`src/sv/bb3_pkg.sv`:
```
// Shared types and constants of the 3x3 box blur.
`default_nettype none
package bb3_pkg;
   localparam int DEF_MAX_WIDTH = 2048;

   // Register indexes of the configuration port.
   localparam logic CSR_IMAGE_WIDTH  = 1'b0;
   localparam logic CSR_IMAGE_HEIGHT = 1'b1;

   // Rounded mean numerator (2*sum+count) and denominator (2*count).
   localparam int NUM_W = 13;
   localparam int DEN_W = 5;

   typedef struct packed {
      logic [7:0] red;
      logic [7:0] green;
      logic [7:0] blue;
   } pixel_type;
endpackage
`default_nettype wire

```
`src/sv/bb3_div.sv`:
```
// Restoring divider, one quotient bit per cycle, for the rounded mean.
`default_nettype none
module bb3_div import bb3_pkg::*; (
   input  wire logic             clock,
   input  wire logic             reset,
   input  wire logic             start,
   input  wire logic [NUM_W-1:0] numer,
   input  wire logic [DEN_W-1:0] denom,
   output logic                  busy,
   output logic [NUM_W-1:0]      quotient
);
   localparam int SW = $clog2(NUM_W + 1);

   logic [DEN_W-1:0] rem_ff, rem_in;
   logic [NUM_W-1:0] quo_ff, quo_in;
   logic [DEN_W-1:0] den_ff, den_in;
   logic [SW-1:0]    step_ff, step_in;
   logic             busy_ff, busy_in;
   logic [DEN_W:0]   trial;

   // Shift one numerator bit into the remainder and try a subtraction.
   always_comb begin
      rem_in  = rem_ff;
      quo_in  = quo_ff;
      den_in  = den_ff;
      step_in = step_ff;
      busy_in = busy_ff;
      trial   = {rem_ff, quo_ff[NUM_W-1]};
      if (start) begin
         rem_in  = '0;
         quo_in  = numer;
         den_in  = denom;
         step_in = SW'(NUM_W);
         busy_in = 1'b1;
      end else if (busy_ff) begin
         if (trial >= {1'b0, den_ff}) begin
            rem_in = DEN_W'(trial - {1'b0, den_ff});
            quo_in = {quo_ff[NUM_W-2:0], 1'b1};
         end else begin
            rem_in = trial[DEN_W-1:0];
            quo_in = {quo_ff[NUM_W-2:0], 1'b0};
         end
         step_in = step_ff - SW'(1);
         busy_in = (step_ff != SW'(1));
      end
   end

   always_ff @(posedge clock) begin
      if (reset) begin
         busy_ff <= 1'b0;
         step_ff <= '0;
      end else begin
         busy_ff <= busy_in;
         step_ff <= step_in;
      end
      rem_ff <= rem_in;
      quo_ff <= quo_in;
      den_ff <= den_in;
   end

   assign busy     = busy_ff;
   assign quotient = quo_ff;
endmodule
`default_nettype wire

```
`config.mk`:
```
export PLATFORM = sky130hd
export DESIGN_NAME = bb3_div
export DESIGN_NICKNAME = d
export VERILOG_FILES = /design/src/sv/bb3_pkg.sv /design/src/sv/bb3_div.sv
export SDC_FILE = /design/constraint.sdc
export NUM_CORES = 1
export LEC_CHECK = 0
export ABC_AREA = 1
export BUFFER_PORTS_ARGS = -buffer_cell sky130_fd_sc_hd__buf_2
export CAP_MARGIN = 10
export CELL_PAD_IN_SITES_DETAIL_PLACEMENT = 1
export CELL_PAD_IN_SITES_GLOBAL_PLACEMENT = 2
export CORE_MARGIN = 5
export CORE_UTILIZATION = 33
export DETAILED_ROUTE_END_ITERATION = 7
export PLACE_DENSITY = 0.83
export SYNTH_ARGS = -nofsm -noshare
export SYNTH_HDL_FRONTEND = slang
export SYNTH_SLANG_ARGS = --single-unit
export TNS_END_PERCENT = 20
```
`constraint.sdc`:
```
create_clock -name clock -period 2.9 [get_ports clock]
set_input_delay 0 -clock clock [delete_from_list [all_inputs] [get_ports clock]]
set_output_delay 0 -clock clock [all_outputs]
set_load 0.01 [all_outputs]
```
# == After elaboration in Yosys (flattened, before gate mapping) ==
# Cells that the tools add are included.
# totals
reg_bits,28
out_inout_bits,14
word_cells,20
# classes
add_sub_neg,2
magnitude_cmp,1
eq_ne,1
muxes,8
n_reduce_logical,2
# ops
operator,count
two-way mux 13 bit,2
two-way mux 4 bit,2
greater-or-equal comparator 6 x 5 -> 1 bit,1
two-way mux 5 bit,1
subtractor 5 bit,1
inequality test 4 x 1 -> 1 bit (second input constant),1
subtractor 4 x 1 -> 4 bit (second input constant),1
two-way mux 1 bit,3
nonzero test 2 bit,1
OR reduction 2 bit,1

# == Longest topological paths before layout ==
# Gate-level depths: netlist of the first run.
# logic_depth
word_depth,4
mapped_depth,11

# == Worst setup path after synthesis of the first run ==
# Ideal clock, no wire load.
# synth_timing
path_kind,register to register
startpoint,"register quo_ff[12], in the netlist quotient[12]"
endpoint,"register quo_ff[0], in the netlist quotient[0] (data pin)"
setup_ns,0.267
arrival_ns,1.420
required_ns,2.633
setup_slack_ns,1.213
stages_incl_launch_ff,9
period_less_slack_ns,1.687
path_cell_list,edfxtp_1 -> inv_1 -> ha_1 -> inv_1 -> fa_1 -> nand2_1 -> nand2_1 -> nand3_4 -> a31oi_1
# synth_via
elab_chain_cells,4
# synth_rtl
item,line,source
start: declaration,bb3_div.sv:15,"logic [NUM_W-1:0] quo_ff, quo_in;"
start signal: assignment,bb3_div.sv:57,quo_ff <= quo_in;
greater-or-equal comparator 6 x 5 -> 1 bit,bb3_div.sv:36,"if (trial >= {1'b0, den_ff}) begin"
two-way mux 1 bit,bb3_div.sv:36,
two-way mux 13 bit,bb3_div.sv:35,end else if (busy_ff) begin
two-way mux 13 bit,bb3_div.sv:29,if (start) begin
named net quo_in[0],bb3_div.sv:15,
# The timed path passes the listed nets, and every way through them passes these cells. The select of a mux whose other input is x is not followed.
# A chain may end at the register's enable or synchronous reset.

# == Worst setup path in the final report of the first run ==
# Ends and elaborated chain as after synthesis.

==> qor.yml, run 1 <==
synthFlopType: "edfxtp_1"
drive_above_1_share_pct: 21.0
clock_sinks: 28
rsz0062_at_grt: "no"
drt-total-wl_um: 3300
synth_top_area_share_pct: 38.5
yosysSeqAreaShare_pct: 52.7
boundaryPins: 35
die_area_mm2: 0.00566
grt_use_total_pct: 13.4
setup_viol: 0
initial_utilization_pct: 34.6
clk_pin_slew_worst_paths_ns: 0.09
insertion_delay_ns: 0.27
worstPathRequired_ns: 2.92
first_pass_iters: 4
hold_violations: 0
synthArstFlopShare_pct: 0
synth_edf_count: 18
powerDensity_mw_per_mm2: 550
clock.fmax_mhz: 572
cts_buffers: 3
post-cts-setup-buffer-count: 0
crit_arrival_ns: 1.77
syn_avg_cell_area_um2: 8.73
stdcell_count: 260
die_w_um: 75.3
synth_area_leader_cell: "edfxtp_1"
synth_area_leaders: "edfxtp_1 38%, nand2_1 17%, dfxtp_1 14%"
period_share_pct: 60.3
core_area_mm2: 0.00406
tns_ns: 0
drc: 0
detail-route-antenna-nets: 0
cts_root_buffer: "clkbuf_8"
htreeDepth: 1
wl_per_cell_um: 12.7
finalClockSkew_ns: 0.00407
grt_pass1_wl_um: 5890
layout.nets: 240
fillers: 502
io_buffers: 34
synth-seq-cells: 28
num_vias: 1183
endpoint_kind: "flop"
cap_viol_max_count: 0
drt_iter0_drc: 40
antenna_found_initial: 0
synth_cells: 161
hp-class: "input port to flop"
critPathMaxFanout: 7
critPathKind: "flop to flop"
ys_types: 23
area_growth_pct: 30.5
status: "finished clean"
grt_max_degree: 22
antennaDiodeCount: 0
slew_headroom_pct: 66.1
grt_pass1_vias: 1321
drv_slew: 0
period_needed_ns: 1.75
clock_path_buffers: 2
syn_nets: 190
cts_hold_buf: 14
power_leakage_nw: 0.910
vdd_ir_drop_max_uv: 301
ys_warn_count: 0
dp.cells: 242
rows: 23
routabilityCongestion: 0.809
hpwl_um: 2540
fp.dieH_um: 75.3
routed_via_density: 4.55
grt-ovfl-total: 0
worst_slew_pin_slew_ns: 0.507
post_cts_resized: 0
synth_area_mm2: 0.00141
tritoncts: "built"
startpoint_type: "flop"
==> worst paths after layout <==
kind	start	cells after the start	slack [ns]	endpoint
min reg2reg	rem_ff[4]	2	0.48	rem_ff[4]
max reg2reg	quotient[12]	8	1.15	quotient[0]
max	quotient[12]	8	1.15	quotient[0]
min	numer[4]	3	0.002	quotient[4]
==> layout make-up <==
type	count	area [µm²]	area share, %
sequential	28	741	40.4
inverter	21	78.8	4.30
timing repair buffer	48	310	16.9
clock buffer	3	41.3	2.25
multi-input combinational	109	571	31.1
clock inverter	1	30.0	1.64
tap	50	62.6	3.41
==> synth_stat cells, types with 2 or more instances <==
library cell	instances
inv_2	2
xnor2_1	2
a21oi_1	3
nand3_1	11
nand2_1	63
dfxtp_1	10
inv_1	19
a31oi_1	2
edfxtp_1	18
o21ai_0	3
ha_1	7
nor2_1	9
buf_2	2
==> per-layer routing <==
layer / vias to the layer above / global-route usage, % / wire (µm)
li1: 610 / - / -
met1: 549 / 16.8 / 1490
met2: 22 / 23.9 / 1660
met3: 2 / 2.54 / 149
met4: 0 / 2.91 / 10
met5: - / 0 / 0
==> power by group <==
group	total, mW	switching, mW	internal [mW]	leakage [nW]
registers	0.493	0.0249	0.468	0.264
logic	0.214	0.122	0.0915	0.610
clock network	0.302	0.117	0.185	0.0357
total	1.01	0.265	0.744	0.910
==> metrics by stage <==
stage	power (mW)	utilization [%]	worst slack (ns)	hold WS [ns]	instance area (µm²)
6_report	1.01	45.2	1.15	0.00180	1830
5_1_grt	1.07	45.2	0.983	0.00862	1830
4_1_cts	1.02	45.2	1.14	0.0000576	1830
3_5_place_dp	0.704	40.0	1.18	0.179	1620
3_3_place_gp	0.695	40.0	1.22	0.177	1620
2_1_floorplan	0.631	-	1.21	0.0694	1410
==> layout by cell type, fill, tap and decap left out, types with 2 or more instances in the layout <==
cell | Yosys | routed
inv_2 | 2 | 2
buf_2 | 2 | 34
inv_1 | 19 | 19
a21oi_1 | 3 | 3
o21ai_0 | 3 | 3
a31oi_1 | 2 | 2
ha_1 | 7 | 7
nor2_1 | 9 | 9
edfxtp_1 | 18 | 18
nand2_1 | 63 | 63
dlygate4sd3_1 | 0 | 14
dfxtp_1 | 10 | 10
nand3_1 | 11 | 11
xnor2_1 | 2 | 2
clkbuf_8 | 0 | 3
==> cell families after synthesis <==
logic type / Yosys count / share of synthesized area, %
adder cells (fa/ha/maj): 8 / 7.66
AND/OR/NAND/NOR: 89 / 27.5
buffers and inverters: 24 / 6.68
XOR/XNOR: 2 / 1.25
flip-flops: 28 / 52.7
AO/OA/AOI/OAI: 10 / 4.18
==> worst max-delay path, cell delays in order, from the launching register on <==
cell and delay (ns):
edfxtp_1 0.39, inv_1 0.09, ha_1 0.14, inv_1 0.06
fa_1 0.40, nand2_1 0.07, nand2_1 0.10, nand3_4 0.12
a31oi_1 0.11
==> flip-flops by register name, summed over array words and instances, names as in the netlist <==
register and count:
quotient 13, den_ff 5, rem_ff 5, step_ff 4, busy 1
No activity file was read; power rests on OpenSTA's default activity.
==> run 2: changes to the inputs <==
CORE_UTILIZATION = 27   (was 33)
PLACE_DENSITY = 0.73   (was 0.83)
clock period = 1.6 ns   (was 2.9 ns; I/O delays follow)
==> run 2 against run 1 <==
Critical path type unchanged; hold slack lost 0.0050 ns; clock skew grew 0.0030 ns; largest power group unchanged; sequential share of layout area shrank 2.7 points; setup slack lost 1.2 ns; combinational power grew 110%; count of clock-buffer cells in the layout grew 1; largest cell class unchanged; the flow now finishes with violations (hold timing, setup timing); highest routed layer unchanged; via count grew 6.2%; power grew 83%; routed wire length grew 6.3%; cell count grew 11%; die area grew 19%; global-route usage shrank 1.9 points.
==> qor.yml, run 2 (synthesized netlist as in run 1, its figures left out) <==
tritoncts: "built"
crit_arrival_ns: 1.84
holdWs_ns: -0.00317
cts_buffers: 3
wl_per_cell_um: 12.1
drc: 0
critPathMaxFanout: 7
hold_violations: 1
initial_utilization_pct: 27.7
crit_slowest_cell: "edfxtp_1"
r2r_slack_ns: -0.001
drv_slew: 0
antennaDiodeCount: 0
crit_path_cell_trace: "inv_2, ha_4, inv_2, fa_2, nand2_2, nand2_2, nand3_4, nand2_4, nand2_1, nand3_1, nand2_1"
drive_above_1_share_pct: 29.2
startpoint_type: "flop"
status: "finished with violations"
hp-class: "input port to flop"
post-place-ws_ns: -0.0647
clock.fmax_mhz: 625
final_common_cell: "nand2_1"
grt_max_degree: 22
htreeDepth: 1
period_needed_ns: 1.60
area_growth_pct: 39.8
period_share_pct: 100
powerDensity_mw_per_mm2: 939
boundaryPins: 35
clock_sinks: 28
num_vias: 1256
final_cell_mix: "57 x nand2_1, 34 x buf_2, 18 x edfxtp_1"
fin_ws_ns: -0.00105
rsz0062_at_grt: "yes"
worst_slew_pin_slew_ns: 0.461
worstPathRequired_ns: 1.83
clock_path_buffers: 2
core_area_mm2: 0.00507
grt_pass1_wl_um: 6040
io_buffers: 34
routabilityCongestion: 0.803
cts_root_buffer: "clkbuf_8"
rows: 26
slowest_delay_ns: 0.41
hpwl_um: 2650
fp.dieH_um: 82.1
die_area_mm2: 0.00675
drt_iter0_drc: 30
critPathTopFamily: "simple AND/OR/NAND/NOR gates"
grt_pass1_vias: 1357
power_leakage_nw: 0.956
critPathKind: "flop to flop"
endpoint_kind: "flop"
violations: "hold timing, setup timing"
vdd_ir_drop_max_uv: 317
layout.nets: 249
detail-route-antenna-nets: 0
grt_use_total_pct: 11.5
finalClockSkew_ns: 0.00704
first_pass_iters: 4
routed_via_density: 4.35
drt-total-wl_um: 3510
cap_viol_max_count: 0
cp_num_buf_inv: 2
insertion_delay_ns: 0.28
total_power_mw: 1.84
antenna_found_initial: 0
clk_pin_slew_worst_paths_ns: 0.10
die_w_um: 82.1
fillers: 646
slew_headroom_pct: 69.3
fin_util_pct: 38.7
largest_reg_flops: 13
grt-ovfl-total: 0
setup_viol: 1
## run 2: through the flow
stage	cells	TNS, ns	area [µm²]
6_report	289	-0.00105	1960
5_1_grt	289	-0.563	1960
4_1_cts	288	-0.107	1950
3_5_place_dp	267	-0.281	1690
3_3_place_gp	267	-0.0117	1690
2_1_floorplan	161	-0.0212	1410
## run 2: worst paths after layout
| path | end | depth (start not counted) | start |
|---|---|---|---|
| max | rem_ff[2] | 11 | quotient[12] |
| min | quotient[8] | 3 | numer[8] |
| max reg2reg | rem_ff[2] | 11 | quotient[12] |
| min reg2reg | rem_ff[4] | 2 | rem_ff[4] |
## run 2: worst reg2reg max path: stages, from the launching register on
cell	delay, ns
edfxtp_1	0.41
inv_2	0.09
ha_4	0.12
inv_2	0.04
fa_2	0.34
nand2_2	0.07
nand2_2	0.07
nand3_4	0.11
nand2_4	0.08
nand2_1	0.07
nand3_1	0.06
nand2_1	0.08
## run 2: report_power, final
| part | total [mW] | switching [mW] | internal, mW |
|---|---|---|---|
| Sequential | 0.896 | 0.0471 | 0.849 |
| Clock | 0.509 | 0.236 | 0.273 |
| Combinational | 0.440 | 0.239 | 0.201 |
| Total | 1.84 | 0.522 | 1.32 |
## run 2: per-layer routing
layer	wire length, µm	global-route usage, %	up-vias
li1	-	-	632
met2	1830	20.8	24
met1	1480	13.8	595
met5	0	0	-
met3	157	2.49	5
met4	36	2.99	0
## run 2: what timing repair did
action | 4_1_cts | 5_1_grt
hold buffers | 15 | 0
buffers inserted | 2 | 1
pin swaps | 10 | 6
endpoints found under the setup margin | 6 | 6
hold endpoints to repair | 16 | 0
resized for setup | 9 | 2
## run 2: layout make-up
type / instances / area (µm²) / area share [%]
inverter: 21 / 78.8 / 4.01
clock buffer: 4 / 66.3 / 3.38
multi-input combinational: 109 / 611 / 31.1
tap: 70 / 87.6 / 4.46
sequential: 28 / 741 / 37.7
timing repair buffer: 57 / 380 / 19.4
